File: src/hdl/mvp_pkg.sv
// Package for the matrix vector product block: payload structs, internal
// control structs, codes and size constants. Depends on nothing else.
`timescale 1ns / 1ps
`default_nettype none
package mvp_pkg;

  localparam int MAX_ROWS_DEF = 16;
  localparam int MAX_COLS_DEF = 16;
  localparam int ELEM_W       = 16;
  localparam int PROD_W       = 2 * ELEM_W;
  localparam int DOT_W        = 36;
  localparam int CNT_W        = 5;
  localparam int ROW_IDX_W    = 4;
  localparam int TOTAL_W      = 2 * CNT_W;
  localparam int CFG_RESET    = 16;
  localparam int QUEUE_DEPTH  = 2;

  localparam logic KIND_MATRIX = 1'b0;
  localparam logic KIND_VECTOR = 1'b1;

  localparam logic CFG_ROW_COUNT = 1'b0;
  localparam logic CFG_COL_COUNT = 1'b1;

  typedef struct packed {
    logic                     kind;
    logic signed [ELEM_W-1:0] element_value;
    logic                     last;
  } mvp_in_t;

  typedef struct packed {
    logic [ROW_IDX_W-1:0]    row_index;
    logic signed [DOT_W-1:0] dot_value;
    logic                    last_row;
    logic                    size_error;
  } mvp_out_t;

  typedef struct packed {
    logic size_error;
  } mvp_job_t;

  typedef struct packed {
    logic [CNT_W-1:0] row_count;
    logic [CNT_W-1:0] col_count;
  } mvp_cfg_t;

  typedef struct packed {
    logic                     mat_we;
    logic                     vec_we;
    logic signed [ELEM_W-1:0] data;
  } mvp_wr_t;

  typedef struct packed {
    logic prod_done;
  } mvp_stat_t;

  typedef enum logic [1:0] {
    BK_IDLE,
    BK_ISSUE,
    BK_DRAIN
  } mvp_bk_state_t;

endpackage
`default_nettype wire

File: src/hdl/mvp_queue.sv
// Short job queue between the front end and the product engine.
// Uses mvp_pkg for the job type and depth.
`timescale 1ns / 1ps
`default_nettype none
module mvp_queue (
  input  wire logic              clk,
  input  wire logic              rst_n,
  input  wire logic              push,
  input  wire mvp_pkg::mvp_job_t push_job,
  output logic                   full,
  input  wire logic              pop,
  output mvp_pkg::mvp_job_t      pop_job,
  output logic                   valid
);

  localparam int DEPTH = mvp_pkg::QUEUE_DEPTH;
  localparam int PTR_W = (DEPTH > 1) ? $clog2(DEPTH) : 1;
  localparam int CNT_W = $clog2(DEPTH + 1);

  mvp_pkg::mvp_job_t  slot_r [DEPTH];
  logic [PTR_W-1:0]   wptr_r, wptr_nxt;
  logic [PTR_W-1:0]   rptr_r, rptr_nxt;
  logic [CNT_W-1:0]   cnt_r, cnt_nxt;
  logic               do_push;
  logic               do_pop;

  assign full    = (cnt_r == CNT_W'(DEPTH));
  assign valid   = (cnt_r != '0);
  assign pop_job = slot_r[rptr_r];
  assign do_push = push && !full;
  assign do_pop  = pop && valid;

  always_comb begin
    wptr_nxt = wptr_r;
    rptr_nxt = rptr_r;
    cnt_nxt  = cnt_r;
    if (do_push) begin
      wptr_nxt = (wptr_r == PTR_W'(DEPTH - 1)) ? '0 : wptr_r + PTR_W'(1);
    end
    if (do_pop) begin
      rptr_nxt = (rptr_r == PTR_W'(DEPTH - 1)) ? '0 : rptr_r + PTR_W'(1);
    end
    case ({do_push, do_pop})
      2'b10:   cnt_nxt = cnt_r + CNT_W'(1);
      2'b01:   cnt_nxt = cnt_r - CNT_W'(1);
      default: cnt_nxt = cnt_r;
    endcase
  end

  always_ff @(posedge clk) begin
    if (do_push) begin
      slot_r[wptr_r] <= push_job;
    end
  end

  always_ff @(posedge clk) begin
    if (!rst_n) begin
      wptr_r <= '0;
      rptr_r <= '0;
      cnt_r  <= '0;
    end else begin
      wptr_r <= wptr_nxt;
      rptr_r <= rptr_nxt;
      cnt_r  <= cnt_nxt;
    end
  end

endmodule
`default_nettype wire

File: config.mk
export PLATFORM = sky130hd
export DESIGN_NAME = mvp_queue
export DESIGN_NICKNAME = d
export VERILOG_FILES = /design/src/hdl/mvp_pkg.sv /design/src/hdl/mvp_queue.sv
export SDC_FILE = /design/constraint.sdc
export NUM_CORES = 1
export LEC_CHECK = 0
export BUFFER_PORTS_ARGS = -buffer_cell sky130_fd_sc_hd__buf_2
export CAP_MARGIN = 5
export CORE_AREA = 2 2 39 41
export CTS_CLUSTER_SIZE = 8
export DETAILED_ROUTE_END_ITERATION = 16
export DIE_AREA = 0 0 41 43
export GPL_TIMING_DRIVEN = 0
export PLACE_DENSITY = 0.38
export SLEW_MARGIN = 20
export SYNTH_ARGS = -nofsm -noshare
export SYNTH_HDL_FRONTEND = slang
export SYNTH_SLANG_ARGS = --single-unit
File: constraint.sdc
create_clock -name clk -period 1.9 [get_ports clk]
set_input_delay 0.19 -clock clk [delete_from_list [all_inputs] [get_ports clk]]
set_output_delay 0.19 -clock clk [all_outputs]
set_load 0.02 [all_outputs]
==> out/results.tsv <==
stage	metric	value	unit
clocking	Clock Tree Root	clkbuf_4	
power	power density over the cells	1610	mW/mm^2
synth	sequential share of the synthesized area	51.6	%
clocking	Reg clk slew, reported paths	50	ps
routing	First DRT Iteration DRCs	5	
sta	top achievable clock speed	667	MHz
synth	synthesized instance count	29	
worst_setup_path	CP Capture Type	flip-flop	
sta	Setup TNS Final	0	ps
worst_setup_path	CP Launch Type	flip-flop	
synth	synthesis-stage register bit count	7	
worst_setup_path	Max FO, Critical Path	5	
min_path	min-delay worst type	in -> reg	
power	static leakage	0.175	nW
routing	Wirelength per Cell	8.23	um
status	status	finished clean	
clocking	TritonCTS clock tree	built	
synth	Avg Cell Area, Syn	10.7	um^2
cells_and_area	Antenna Cells	0	
worst_setup_path	worst path cell trace	nand2b_2 > nand2_1 > ha_1 > or3_1 > a21boi_1	
die	Die Height	43	um
run	Max Cap Viol	0	
place	PortBufs	7	
worst_setup_path	Worst Path Buf+Inv	0	
cells_and_area	number of nets in the layout	47	
clocking	CTS Sinks	7	
place	detailed placement HPWL	388	um
clocking	Post-CTS Hold Buffers	0	
die	Die X	41	um
global_route	all-layer global routing usage	7.45	%
clocking	H-Tree Depth	1	
die	# rows	14	
routing	First-pass DRT Iterations	3	
sta	Period minus WS final	1500	ps
worst_setup_path	kind of critical path	reg -> reg	
cells_and_area	synth-to-layout area growth	26.2	%
worst_setup_path	Critical Path Max Stage Delay	400	ps
sta	measured slew at the worst slew-check pin	169	ps
cells_and_area	Non-Filler Instances	56	
worst_setup_path	Top Family by Delay on Critical Path	simple AND/OR/NAND/NOR gates	
global_route	first-pass GRT wire length	793	um
clocking	postcts setup bufs	0	
clocking	TritonCTS buffer count	3	
global_route	initial antenna violation count	0	
cells_and_area	final core utilization	28.3	%
worst_setup_path	WP data required	2080	ps
global_route	Congestion Overflow GR	0	
place	GPL Wtd Cong	0.729	
sta	Final Skew	2.66	ps
place	placed cells	52	
die	Initial Util	22.4	%
sta	Tcrit/Tclk final	78.9	%
clocking	clk buf depth	2	
clocking	Post-CTS Resized	0	
synth	Yosys warnings	0	
routing	vias per cell	4.04	
die	io pins	8	
power	Max VDD drop	0.456	mV
synth	Synth top area share	32.3	%
global_route	vias in the first global route	184	
cells_and_area	fraction of layout cells with a size suffix above 1	35.0	%
worst_setup_path	slowest library cell on the worst path	dfxtp_1	
die	area of the core	0.00138	mm^2
global_route	largest net degree at the start of global routing	6	
routing	via count	226	
synth	Synth cell types	17	
synth	syn nets	35	
routing	DRT antenna net count	0	
sta	RSZ-0062 raised after global routing	false	
sta	final setup violation count	0	
sta	Slew Limit Fails	0	
routing	number of remaining DRC errors	0	
sta	Max-slew headroom	88.6	%
synth	top cells by area, synth	dfxtp_1, edfxtp_1, xnor2_1, a21boi_1, ha_1	
routing	DRT Wirelength	461	um
worst_setup_path	Critical Path AT	1680	ps
clocking	Worst-Skew Late Latency	250	ps
sta	Fin. Hold Viols	0	
die	Die Footprint	0.00176	mm^2
synth	Syn Std Cell Area	310	um^2
synth	post-synth top area cell	dfxtp_1	
## routing by layer
metal | part of all wire (%) | track usage, % | vias to the layer above
met4 | 0 | 4.00 | 0
met3 | 6.3 | 7.85 | 0
li1 | - | - | 120
met5 | 0 | 0 | -
met2 | 49 | 8.44 | 5
met1 | 44 | 8.44 | 101
## worst reg2reg max path, cell delays in order (launching register included)
cell      delay, ps
dfxtp_1         400
nand2b_2        170
nand2_1          60
ha_1            310
or3_1           350
a21boi_1        140
## stage by stage
| stage | cell area [um^2] | total power, mW | worst slack (ps) | hold WS (ps) |
|---|---|---|---|---|
| 4_1_cts | 392 | 0.643 | 389 | 126 |
| 5_1_grt | 392 | 0.692 | 337 | 109 |
| 3_5_place_dp | 365 | 0.502 | 406 | 387 |
| 2_1_floorplan | 310 | 0.441 | 494 | 289 |
| 6_report | 392 | 0.630 | 402 | 131 |
| 3_3_place_gp | 365 | 0.497 | 423 | 379 |
## cell type report
type                            instances  area (um^2)
Tap cell                               16         20.0
Clock buffer                            4         26.3
Timing Repair Buffer                    7         35.0
Fill cell                             146          992
Multi-Input combinational cell         19          139
Sequential cell                         7          160
Inverter                                3         11.3
## cell families after synthesis
group / after synthesis / share of synthesized area [%]
and+or+nand+nor: 9 / 18.1
DFF: 7 / 51.6
AOI/OAI and AO/OA: 5 / 10.5
xor gates and xnor gates: 3 / 8.47
buffers and inverters: 3 / 3.63
muxes: 1 / 3.63
adders and majority gates: 1 / 4.03
## placed cells by master, fill, tap and decap left out, drive strengths merged
cell	count
a21boi	2
and2	1
and3	1
buf	7
clkbuf	4
dfxtp	5
edfxtp	2
ha	1
inv	3
mux2	1
nand2	1
nand2b	1
nor2b	2
o21a	1
o21ai	2
or2	1
or3	2
xnor2	3
## cells in the mapped netlist
library cell	n
inv_1	2
and3_1	1
xnor2_1	3
mux2_2	1
and2_1	1
dfxtp_1	5
nor2b_1	2
or3_1	2
inv_2	1
nand2_1	1
o21a_1	1
or2_2	1
nand2b_2	1
a21boi_1	2
edfxtp_1	2
o21ai_0	2
ha_1	1
## power by group
group / switching (mW) / internal, mW / leakage [nW]
registers: 0.0356 / 0.203 / 0.0600
clock network: 0.0542 / 0.0801 / 0.0150
logic: 0.127 / 0.130 / 0.101
total: 0.217 / 0.413 / 0.175
## final timing paths
path | from | end | slack, ps | cells past startpoint
worst min-delay path | push_job | slot_r[1] | 130 | 1
worst max register to register | cnt_r[0] | cnt_r[1] | 400 | 5
worst max-delay path | cnt_r[0] | cnt_r[1] | 400 | 5
worst min register to register | wptr_r | wptr_r | 480 | 2
Note: power is estimated with default switching activity, not from simulation.
