**src/hdl/mvp_pkg.sv**
```systemverilog
// Package for the matrix vector product block: payload structs, internal
// control structs, codes and size constants. Depends on nothing else.
`timescale 1ns / 1ps
`default_nettype none
package mvp_pkg;

  localparam int MAX_ROWS_DEF = 16;
  localparam int MAX_COLS_DEF = 16;
  localparam int ELEM_W       = 16;
  localparam int PROD_W       = 2 * ELEM_W;
  localparam int DOT_W        = 36;
  localparam int CNT_W        = 5;
  localparam int ROW_IDX_W    = 4;
  localparam int TOTAL_W      = 2 * CNT_W;
  localparam int CFG_RESET    = 16;
  localparam int QUEUE_DEPTH  = 2;

  localparam logic KIND_MATRIX = 1'b0;
  localparam logic KIND_VECTOR = 1'b1;

  localparam logic CFG_ROW_COUNT = 1'b0;
  localparam logic CFG_COL_COUNT = 1'b1;

  typedef struct packed {
    logic                     kind;
    logic signed [ELEM_W-1:0] element_value;
    logic                     last;
  } mvp_in_t;

  typedef struct packed {
    logic [ROW_IDX_W-1:0]    row_index;
    logic signed [DOT_W-1:0] dot_value;
    logic                    last_row;
    logic                    size_error;
  } mvp_out_t;

  typedef struct packed {
    logic size_error;
  } mvp_job_t;

  typedef struct packed {
    logic [CNT_W-1:0] row_count;
    logic [CNT_W-1:0] col_count;
  } mvp_cfg_t;

  typedef struct packed {
    logic                     mat_we;
    logic                     vec_we;
    logic signed [ELEM_W-1:0] data;
  } mvp_wr_t;

  typedef struct packed {
    logic prod_done;
  } mvp_stat_t;

  typedef enum logic [1:0] {
    BK_IDLE,
    BK_ISSUE,
    BK_DRAIN
  } mvp_bk_state_t;

endpackage
`default_nettype wire

```
**src/hdl/mvp_front.sv**
```systemverilog
// Front end: holds the configuration registers, accepts input transactions,
// steers element writes and queues product or error jobs. Uses mvp_pkg.
`timescale 1ns / 1ps
`default_nettype none
module mvp_front #(
  parameter int MAX_ROWS = mvp_pkg::MAX_ROWS_DEF,
  parameter int MAX_COLS = mvp_pkg::MAX_COLS_DEF,
  localparam int ADDR_W = (MAX_ROWS * MAX_COLS > 1) ? $clog2(MAX_ROWS * MAX_COLS) : 1,
  localparam int COL_W  = (MAX_COLS > 1) ? $clog2(MAX_COLS) : 1
) (
  input  wire logic                       clk,
  input  wire logic                       rst_n,
  input  wire logic                       in_valid,
  output logic                            in_ready,
  input  wire mvp_pkg::mvp_in_t           in_data,
  input  wire logic                       cfg_we,
  input  wire logic                       cfg_index,
  input  wire logic [mvp_pkg::CNT_W-1:0]  cfg_data,
  output mvp_pkg::mvp_cfg_t               cfg,
  output mvp_pkg::mvp_wr_t                wr,
  output logic [ADDR_W-1:0]               wr_mat_addr,
  output logic [COL_W-1:0]                wr_vec_addr,
  output logic                            q_push,
  output mvp_pkg::mvp_job_t               q_job,
  input  wire logic                       q_full,
  input  wire mvp_pkg::mvp_stat_t         stat
);

  localparam int VCNT_W = $clog2(MAX_COLS + 2);
  localparam int CMP_W  = (ADDR_W + 1 > mvp_pkg::TOTAL_W) ? ADDR_W + 1 : mvp_pkg::TOTAL_W;
  localparam int LEN_W  = (VCNT_W > mvp_pkg::CNT_W) ? VCNT_W : mvp_pkg::CNT_W;
  localparam logic [mvp_pkg::CNT_W-1:0] ROWS_RST =
    mvp_pkg::CNT_W'((mvp_pkg::CFG_RESET > MAX_ROWS) ? MAX_ROWS : mvp_pkg::CFG_RESET);
  localparam logic [mvp_pkg::CNT_W-1:0] COLS_RST =
    mvp_pkg::CNT_W'((mvp_pkg::CFG_RESET > MAX_COLS) ? MAX_COLS : mvp_pkg::CFG_RESET);
  localparam logic [VCNT_W-1:0] VCNT_MAX = VCNT_W'(MAX_COLS);

  function automatic logic [mvp_pkg::CNT_W-1:0] clamp_cnt(
    input logic [mvp_pkg::CNT_W-1:0] v,
    input int                        hi
  );
    logic [mvp_pkg::CNT_W-1:0] res;
    res = v;
    if (v == '0) begin
      res = mvp_pkg::CNT_W'(1);
    end else if (int'(v) > hi) begin
      res = mvp_pkg::CNT_W'(hi);
    end
    return res;
  endfunction

  mvp_pkg::mvp_cfg_t      cfg_r, cfg_nxt;
  logic [ADDR_W-1:0]      ptr_r, ptr_nxt;
  logic [VCNT_W-1:0]      vcnt_r, vcnt_nxt;
  logic                   busy_r, busy_nxt;
  logic [mvp_pkg::TOTAL_W-1:0] total;
  logic [CMP_W-1:0]       ptr_inc;
  logic [VCNT_W-1:0]      vcnt_inc;
  logic                   in_acc;

  assign total    = mvp_pkg::TOTAL_W'(cfg_r.row_count) * mvp_pkg::TOTAL_W'(cfg_r.col_count);
  assign ptr_inc  = CMP_W'(ptr_r) + CMP_W'(1);
  assign vcnt_inc = (vcnt_r <= VCNT_MAX) ? vcnt_r + VCNT_W'(1) : vcnt_r;
  assign in_ready = !q_full && !busy_r;
  assign in_acc   = in_valid && in_ready;
  assign cfg      = cfg_r;

  always_comb begin
    cfg_nxt     = cfg_r;
    ptr_nxt     = ptr_r;
    vcnt_nxt    = vcnt_r;
    busy_nxt    = busy_r;
    wr.mat_we   = 1'b0;
    wr.vec_we   = 1'b0;
    wr.data     = in_data.element_value;
    wr_mat_addr = ptr_r;
    wr_vec_addr = vcnt_r[COL_W-1:0];
    q_push      = 1'b0;
    q_job.size_error = (LEN_W'(vcnt_inc) != LEN_W'(cfg_r.col_count));
    if (stat.prod_done) begin
      busy_nxt = 1'b0;
    end
    if (cfg_we) begin
      case (cfg_index)
        mvp_pkg::CFG_ROW_COUNT: cfg_nxt.row_count = clamp_cnt(cfg_data, MAX_ROWS);
        mvp_pkg::CFG_COL_COUNT: cfg_nxt.col_count = clamp_cnt(cfg_data, MAX_COLS);
        default: cfg_nxt = cfg_r;
      endcase
      ptr_nxt  = '0;
      vcnt_nxt = '0;
    end else if (in_acc) begin
      case (in_data.kind)
        mvp_pkg::KIND_MATRIX: begin
          wr.mat_we = 1'b1;
          ptr_nxt   = (ptr_inc >= CMP_W'(total)) ? '0 : ADDR_W'(ptr_inc);
        end
        mvp_pkg::KIND_VECTOR: begin
          wr.vec_we = (vcnt_r < VCNT_MAX);
          vcnt_nxt  = vcnt_inc;
          if (in_data.last) begin
            vcnt_nxt = '0;
            q_push   = 1'b1;
            if (!q_job.size_error) begin
              busy_nxt = 1'b1;
            end
          end
        end
        default: ptr_nxt = ptr_r;
      endcase
    end
  end

  always_ff @(posedge clk) begin
    if (!rst_n) begin
      cfg_r.row_count <= ROWS_RST;
      cfg_r.col_count <= COLS_RST;
      ptr_r           <= '0;
      vcnt_r          <= '0;
      busy_r          <= 1'b0;
    end else begin
      cfg_r  <= cfg_nxt;
      ptr_r  <= ptr_nxt;
      vcnt_r <= vcnt_nxt;
      busy_r <= busy_nxt;
    end
  end

endmodule
`default_nettype wire

```
**config.mk**
```make
export PLATFORM = sky130hd
export DESIGN_NAME = mvp_front
export DESIGN_NICKNAME = d
export VERILOG_FILES = /design/src/hdl/mvp_pkg.sv /design/src/hdl/mvp_front.sv
export SDC_FILE = /design/constraint.sdc
export NUM_CORES = 1
export LEC_CHECK = 0
export BUFFER_PORTS_ARGS = -buffer_cell sky130_fd_sc_hd__buf_2
export CAP_MARGIN = 0
export CORE_ASPECT_RATIO = 0.75
export CORE_UTILIZATION = 57
export DETAILED_ROUTE_END_ITERATION = 6
export PLACE_DENSITY = 0.87
export SLEW_MARGIN = 20
export SYNTH_ARGS = -nofsm -noshare
export SYNTH_HDL_FRONTEND = slang
export SYNTH_SLANG_ARGS = --single-unit
```
**constraint.sdc**
```tcl
create_clock -name clk -period 8.15 [get_ports clk]
set_input_delay 1.2225 -clock clk [delete_from_list [all_inputs] [get_ports clk]]
set_output_delay 1.2225 -clock clk [all_outputs]
set_load 0.02 [all_outputs]
```
==> results of run 1 <==
==> report_power, final <==
part           internal (mW)  switching, mW
Combinational         0.0164         0.0255
Sequential             0.119        0.00393
Clock                 0.0432         0.0404
Total                  0.179         0.0698
==> worst max path at each step <==
| stage | cells after the start | endpoint | slack [ns] | startpoint |
|---|---|---|---|---|
| CTS | 17 | wr_mat_addr[5]$_SDFFE_PP0P_ | 3.34 | cfg[4]$_SDFFE_PN1P_ |
| finish | 17 | wr_mat_addr[5]$_SDFFE_PP0P_ | 3.28 | cfg[4]$_SDFFE_PN1P_ |
| floorplan | 17 | wr_mat_addr[0]$_SDFFE_PP0P_ | 3.66 | cfg[4]$_SDFFE_PN1P_ |
| detailed placement | 17 | wr_mat_addr[5]$_SDFFE_PP0P_ | 3.38 | cfg[4]$_SDFFE_PN1P_ |
| global route | 17 | wr_mat_addr[4]$_SDFFE_PP0P_ | 2.98 | cfg[4]$_SDFFE_PN1P_ |
| global placement | 17 | wr_mat_addr[6]$_SDFFE_PP0P_ | 3.53 | cfg[4]$_SDFFE_PN1P_ |
==> sequential cells by signal, summed over array words and instances, names as in the netlist <==
name,flops
vcnt_r,5
busy_r,1
cfg,10
wr_mat_addr,8
==> cell usage after synthesis (4+ instances only) <==
cell and number:
sky130_fd_sc_hd__a21boi_0 5, sky130_fd_sc_hd__a21oi_1 17, sky130_fd_sc_hd__and2_1 20, sky130_fd_sc_hd__buf_4 20, sky130_fd_sc_hd__clkbuf_1 4, sky130_fd_sc_hd__dfxtp_1 24, sky130_fd_sc_hd__fa_1 9, sky130_fd_sc_hd__ha_1 30
sky130_fd_sc_hd__inv_1 22, sky130_fd_sc_hd__mux2i_1 6, sky130_fd_sc_hd__nand2_1 34, sky130_fd_sc_hd__nand3_1 11, sky130_fd_sc_hd__nor2_1 10, sky130_fd_sc_hd__nor2b_1 11, sky130_fd_sc_hd__nor3_1 7, sky130_fd_sc_hd__o21ai_0 6
sky130_fd_sc_hd__o22ai_1 6, sky130_fd_sc_hd__xnor2_1 10, sky130_fd_sc_hd__xor2_1 7
==> per-layer routing <==
metal / track usage (%) / vias to the layer above / share of wire [%]
met5: 0 / - / 0
met4: 3.44 / 0 / 0.63
met3: 4.15 / 9 / 4.0
met2: 40.4 / 52 / 47
met1: 31.2 / 1009 / 49
li1: - / 1038 / -
==> logic make-up (layout without fill, tap and decap cells) <==
kind of cell	count (synthesis)	count (layout)
XOR/XNOR	19	19
buffers and inverters	48	66
adder cells (fa/ha/maj)	39	39
flip-flops	24	24
AO/OA/AOI/OAI	57	57
multiplexers	6	6
AND/OR/NAND/NOR	106	106
==> cell type report <==
cell class	count	area, sq um
multi-input combinational	227	1740
fill	351	1480
timing repair buffer	40	200
inverter	22	82.6
clock buffer	4	55.1
sequential	24	480
tap	55	68.8
==> metrics by stage <==
step | hold WS, ns | area (sq um) | utilization (%)
6_report | 0.499 | 2620 | 63.9
3_3_place_gp | 0.473 | 2570 | 62.6
4_1_cts | 0.498 | 2620 | 63.9
3_5_place_dp | 0.484 | 2570 | 62.6
5_1_grt | 0.551 | 2620 | 63.9
2_1_floorplan | 0.458 | 2480 | -
==> cells in the final DEF (no fill, tap or decap), drive strengths merged, types with 2 or more instances in the layout <==
cell     synthesis  final
nor2b           11     11
a21o             2      2
xnor2           11     11
a211oi           3      3
o21bai           2      2
clkbuf           4      4
or2              2      2
nand3           12     12
a31oi            3      3
o21ai           10     10
buf             22     40
nand2           34     34
a2111oi          2      2
nor2            12     12
a21oi           18     18
o22ai            6      6
inv             22     22
mux2i            6      6
and2            20     20
fa               9      9
a21boi           5      5
nor3             8      8
xor2             8      8
dfxtp           24     24
and3             2      2
ha              30     30
nand2b           3      3
o211ai           3      3
==> tightest hold or removal path, stage by stage (launching register included) <==
cell	delay, ns
sky130_fd_sc_hd__dfxtp_1	0.33
sky130_fd_sc_hd__nand2_1	0.06
sky130_fd_sc_hd__o22ai_1	0.07
==> impl_metrics.json, run 1 <==
{
  "critical_path.slowest_cell": "sky130_fd_sc_hd__fa_1",
  "timing.critical_path.buf_inv": 1,
  "synth_top_family_by_area": "simple AND/OR/NAND/NOR gates",
  "synth_enable_flop_cells": 0,
  "drv_cap": 0,
  "clock_sink_count": 24,
  "worst_path_class_setup": "flip-flop to flip-flop",
  "setup.reg_to_reg.worst_slack_ns": 3.28,
  "postSynthRegisterBits": 24,
  "cts-htree-levels": 1,
  "worst_clock_skew_ns": 0.00437,
  "min_path_type": "flip-flop to flip-flop",
  "finalNonFillerCells": 372,
  "drt-pass1-iter-count": 4,
  "post_synth_fa_ha_maj_area_fraction_pct": 22.4,
  "cts_tree": "built",
  "hold_path.startpoint": "busy_r$_SDFF_PN0_",
  "vias_per_cell": 5.67,
  "cts_buffers": 3,
  "peakVddDrop_mv": 0.0967,
  "clk-insertion-delay-late_ns": 0.27,
  "critPathRequiredTime_ns": 8.35,
  "die_w_microns": 78.2,
  "normalized_max_slew_margin_pct": 60.0,
  "synth.top_cell.area_share_pct": 19.4,
  "timing_worst_slew_pin_value_ns": 0.600,
  "grt_overflow": 0,
  "route.antenna.remaining_nets": 0,
  "unrepaired_setup_endpoints_after_global_routing": "no",
  "synth_area_leaders": "sky130_fd_sc_hd__dfxtp_1 19%, sky130_fd_sc_hd__ha_1 15%, sky130_fd_sc_hd__fa_1 7.3%",
  "routed_wl_mm": 5.12,
  "finalWeightedCongestion": 0.841,
  "max_freq_mhz": 205,
  "post-layout-total-power_uw": 249,
  "dp_slack_ns": 3.38,
  "post_cts.resized_instances": 0,
  "worstHoldPathCells": 2,
  "avgRoutedWirePerCell_microns": 13.8,
  "parity_gate_share_of_the_synthesized_area_counting_xor_and_xnor_cells_pct": 7.31,
  "cts.hold.buffers_added": 0,
  "die-height_microns": 59.1,
  "timing.critical_path.arrival_ns": 5.07,
  "antenna_found_initial": 0,
  "finalCriticalPeriod_ns": 4.87,
  "status": "completed",
  "synthesis.area_per_instance_sq_um": 8.30,
  "final.setup.worst_slack_ns": 3.28,
  "setup_viol_count_final": 0,
  "netlist_instances": 299,
  "grt.total_usage_pct": 23.3,
  "critical_path.max_stage_delay_ns": 0.55,
  "placement_rows": 20,
  "path_delay_family": "adder cells",
  "worstPathMaxFanout": 8,
  "seq_area_frac_synth_pct": 19.4,
  "synthesis.nets": 368,
  "dr_total_vias": 2108,
  "place.detailed.hpwl_mm": 4.00,
  "r2r_start": "cfg[4]$_SDFFE_PN1P_",
  "synth_compound_area_share_pct": 15.5,
  "hold_violations": 0,
  "drv_slew": 0,
  "synth_top_flop_cell": "sky130_fd_sc_hd__dfxtp_1",
  "synthDominantAreaCellType": "sky130_fd_sc_hd__dfxtp_1",
  "critPathMostFrequentCell": "sky130_fd_sc_hd__fa_1",
  "whs_endpoint": "busy_r$_SDFF_PN0_",
  "post_synth_and_or_nand_nor_area_fraction_pct": 22.4,
  "synth-warning-count": 0,
  "synthToLayoutAreaGrowth_pct": 5.75,
  "timing.critical_path.cells": "nand2_1 -> fa_1 -> fa_1 -> fa_1 -> inv_1 -> ha_1 -> a211oi_1 -> o21bai_1 -> a21oi_1 -> xor2_1 -> ha_1 -> a211oi_1 -> o21ai_1 -> a41o_1 -> a31oi_4 -> o22ai_1 -> a21oi_1",
  "grt_first_pass_wirelength_mm": 8.57,
  "critPathCaptureType": "flip-flop",
  "grt_start_max_net_pins": 15,
  "worst_r2r_endpoint": "wr_mat_addr[5]$_SDFFE_PP0P_",
  "proportion_of_synthesized_area_in_mux_cells_pct": 2.42,
  "clk_path_buf_depth": 2,
  "setup-tns-final_ns": 0,
  "grt_pass1_vias": 1921,
  "setup_crit_start_kind": "flip-flop",
  "cell_count_after_placement": 368,
  "postCtsSetupBuffers": 0,
  "io_buffers": 40,
  "initialDrtViolationCount": 128,
  "r2r_cells": 17,
  "async_flop_share_pct": 0,
  "mappedNetlistArea_sq_um": 2480,
  "p_leak_nw": 1.23,
  "final_net_count": 387,
  "io-pin-count": 73,
  "core_sq_um": 4100,
  "dieArea_sq_um": 4620,
  "synthDistinctLibCells": 47,
  "clk_transition_reported_paths_ns": 0.09,
  "fraction_of_layout_instances_using_a_drive_strength_above_1_pct": 17.4,
  "finalCritPeriodShare_pct": 59.8,
  "p_per_area_nw_per_um2": 94.7,
  "floorplan.initialDensity_pct": 60.5,
  "drc": 0,
  "num_antenna_cells": 0,
  "cts.root.buffer_cell": "sky130_fd_sc_hd__clkbuf_8"
}
Power figures use the tool's default switching activity.
==> run 2: changes to the inputs <==
- CORE_UTILIZATION: 57 -> 53
- PLACE_DENSITY: 0.87 -> 0.82
- clock period: 8.15 -> 5 ns (I/O delays scaled with it)
==> run 2 against run 1 <==
Net effect:
- clock skew barely moved
- die area rose by 7.3%
- clock-buffer cell count fell by 1
- setup slack got worse by 3.0 ns
- via count fell by 1.6%
- non-clock buffer count rose by 1
- register-to-register slack got worse by 3.0 ns
- largest cell class unchanged
- largest power group unchanged
==> impl_metrics.json, run 2 (synthesis results as in run 1) <==
{
  "place.detailed.hpwl_mm": 3.93,
  "timing.critical_path.depth": 17,
  "grt_start_max_net_pins": 15,
  "max_freq_mhz": 212,
  "floorplan.initialDensity_pct": 55.5,
  "worst_path_class_setup": "flip-flop to flip-flop",
  "core_sq_um": 4470,
  "cts_tree": "built",
  "nFillCells": 402,
  "postCtsSetupBuffers": 0,
  "mostFrequentLayoutCells": "40 x sky130_fd_sc_hd__buf_2, 34 x sky130_fd_sc_hd__nand2_1, 30 x sky130_fd_sc_hd__ha_1, 22 x sky130_fd_sc_hd__inv_1, 22 x sky130_fd_sc_hd__dfxtp_1",
  "setup_crit_start_kind": "flip-flop",
  "unrepaired_setup_endpoints_after_global_routing": "no",
  "area.sequential_sq_um": 483,
  "setup_viol_count_final": 0,
  "drc": 0,
  "min_path_type": "flip-flop to flip-flop",
  "avgRoutedWirePerCell_microns": 13.3,
  "combinationalPowerShare_pct": 15.3,
  "worst_clock_skew_ns": 0.00449,
  "p_leak_nw": 1.24,
  "cts.root.buffer_cell": "sky130_fd_sc_hd__clkbuf_8",
  "timing_worst_slew_pin_value_ns": 0.625,
  "power.switching_fraction_pct": 25.9,
  "drt-pass1-iter-count": 4,
  "synthToLayoutAreaGrowth_pct": 6.91,
  "m1WireLength_mm": 2.42,
  "io-pin-count": 73,
  "timing.critical_path.cells": "nand2_1 -> fa_1 -> fa_1 -> fa_1 -> inv_1 -> ha_1 -> a211oi_1 -> o21bai_1 -> a21oi_1 -> xor2_1 -> ha_1 -> a211oi_1 -> o21ai_1 -> a41o_1 -> a31oi_4 -> o22ai_1 -> a21oi_1",
  "largest_register_ffs": 10,
  "hold_violations": 0,
  "finalCriticalPeriod_ns": 4.72,
  "drv_cap": 0,
  "die_w_microns": 81.0,
  "critPathLaunch": "cfg[5]$_SDFFE_PN0P_",
  "vias_per_cell": 5.53,
  "dieArea_sq_um": 4960,
  "final_net_count": 388,
  "cts.hold.buffers_added": 0,
  "critical_path.slowest_cell": "sky130_fd_sc_hd__fa_1",
  "worst_hold_slack_ns": 0.495,
  "io_buffers": 40,
  "grt_first_pass_wirelength_mm": 8.09,
  "wl_met2_mm": 2.31,
  "grt.total_usage_pct": 21.1,
  "cts_buffers": 3,
  "path_delay_family": "adder cells",
  "critPathRequiredTime_ns": 5.19,
  "drv_slew": 0,
  "post_cts.resized_instances": 0,
  "critPathCaptureType": "flip-flop",
  "power.internal_uw": 329,
  "timing.critical_path.buf_inv": 1,
  "cts-htree-levels": 1,
  "cell_count_after_placement": 371,
  "clockPowerShare_pct": 39.5,
  "fraction_of_layout_instances_using_a_drive_strength_above_1_pct": 18.2,
  "finalNonFillerCells": 375,
  "die-height_microns": 61.3,
  "clock_sink_count": 24,
  "top_layer": "met4",
  "antenna_found_initial": 0,
  "worst_r2r_endpoint": "wr_mat_addr[6]$_SDFFE_PP0P_",
  "clk-insertion-delay-late_ns": 0.27,
  "timing.critical_path.arrival_ns": 4.91,
  "setup.reg_to_reg.worst_slack_ns": 0.28,
  "setup-tns-final_ns": 0,
  "cp-endpoint": "wr_mat_addr[6]$_SDFFE_PP0P_",
  "r2r_start": "cfg[5]$_SDFFE_PN0P_",
  "final_common_cell": "sky130_fd_sc_hd__buf_2",
  "route.antenna.remaining_nets": 0,
  "num_antenna_cells": 0,
  "sequentialPowerShare_pct": 45.2,
  "routed_wl_mm": 5.00,
  "dr_wl_met3_microns": 250,
  "r2r_cells": 17,
  "worstHoldPathCells": 2,
  "p_per_area_nw_per_um2": 167,
  "multi_input_area_sq_um": 1740,
  "grt_pass1_vias": 1802,
  "peakVddDrop_mv": 0.0964,
  "status": "completed",
  "normalized_max_slew_margin_pct": 58.3,
  "worstPathMaxFanout": 8,
  "placement_rows": 21,
  "critical_path.max_stage_delay_ns": 0.54,
  "initialDrtViolationCount": 66,
  "dr_total_vias": 2075,
  "critPathMostFrequentCell": "sky130_fd_sc_hd__fa_1",
  "finalWeightedCongestion": 0.825,
  "p_sw_uw": 115,
  "clk_transition_reported_paths_ns": 0.09,
  "clk_path_buf_depth": 2,
  "finalCritPeriodShare_pct": 94.4,
  "grt_overflow": 0
}
## run 2: changes by cell type in the layout (fill, tap and decap cells not counted)
cell,before,now
sky130_fd_sc_hd__dfxtp_1,24,22
sky130_fd_sc_hd__dfxtp_2,0,2
sky130_fd_sc_hd__buf_4,0,1
sky130_fd_sc_hd__bufinv_16,0,1
sky130_fd_sc_hd__clkbuf_8,4,3
## run 2: area by class of cell
class	count	area share, %
clock buffers	3	1.56
clock inverters	1	1.13
inverters	22	3.11
multi-input cells	227	65.5
flip-flops and latches	24	18.2
well taps	57	2.69
repair buffers	41	7.83
## run 2: routing by layer
layer / up-vias / track usage (%)
met5: - / 0
met4: 0 / 3.06
met3: 2 / 4.30
met2: 55 / 34.1
met1: 973 / 29.8
li1: 1045 / -
## run 2: worst min path at each step
stage                                      from                     endpoint
finish                        busy_r$_SDFF_PN0_            busy_r$_SDFF_PN0_
global route        wr_mat_addr[1]$_SDFFE_PP0P_  wr_mat_addr[1]$_SDFFE_PP0P_
CTS                           busy_r$_SDFF_PN0_            busy_r$_SDFF_PN0_
detailed placement            busy_r$_SDFF_PN0_            busy_r$_SDFF_PN0_
global placement              busy_r$_SDFF_PN0_            busy_r$_SDFF_PN0_
floorplan                     busy_r$_SDFF_PN0_            busy_r$_SDFF_PN0_
## run 2: per-stage QoR
stage               total power, mW  cell area (sq um)  setup WS [ns]  utilization [%]
floorplan                     0.270               2480          0.514                -
global placement              0.271               2580          0.453             57.7
detailed placement            0.272               2580          0.244             57.7
CTS                           0.447               2650          0.202             59.3
global route                  0.464               2650        0.00687             59.4
finish                        0.444               2650          0.278             59.4
## run 2: tightest hold or removal path: stages (launching register included)
cell and delay, ns:
sky130_fd_sc_hd__dfxtp_1 0.33, sky130_fd_sc_hd__nand2_1 0.06, sky130_fd_sc_hd__o22ai_1 0.06
## run 2: power groups by stage
stage	clock, mW	combinational, mW	sequential, mW
final	0.175	0.0679	0.200
after CTS	0.179	0.0679	0.200
after global routing	0.188	0.0755	0.201
after floorplan	0	0.0628	0.207
after detailed placement	0	0.0677	0.205
after global placement	0	0.0667	0.204
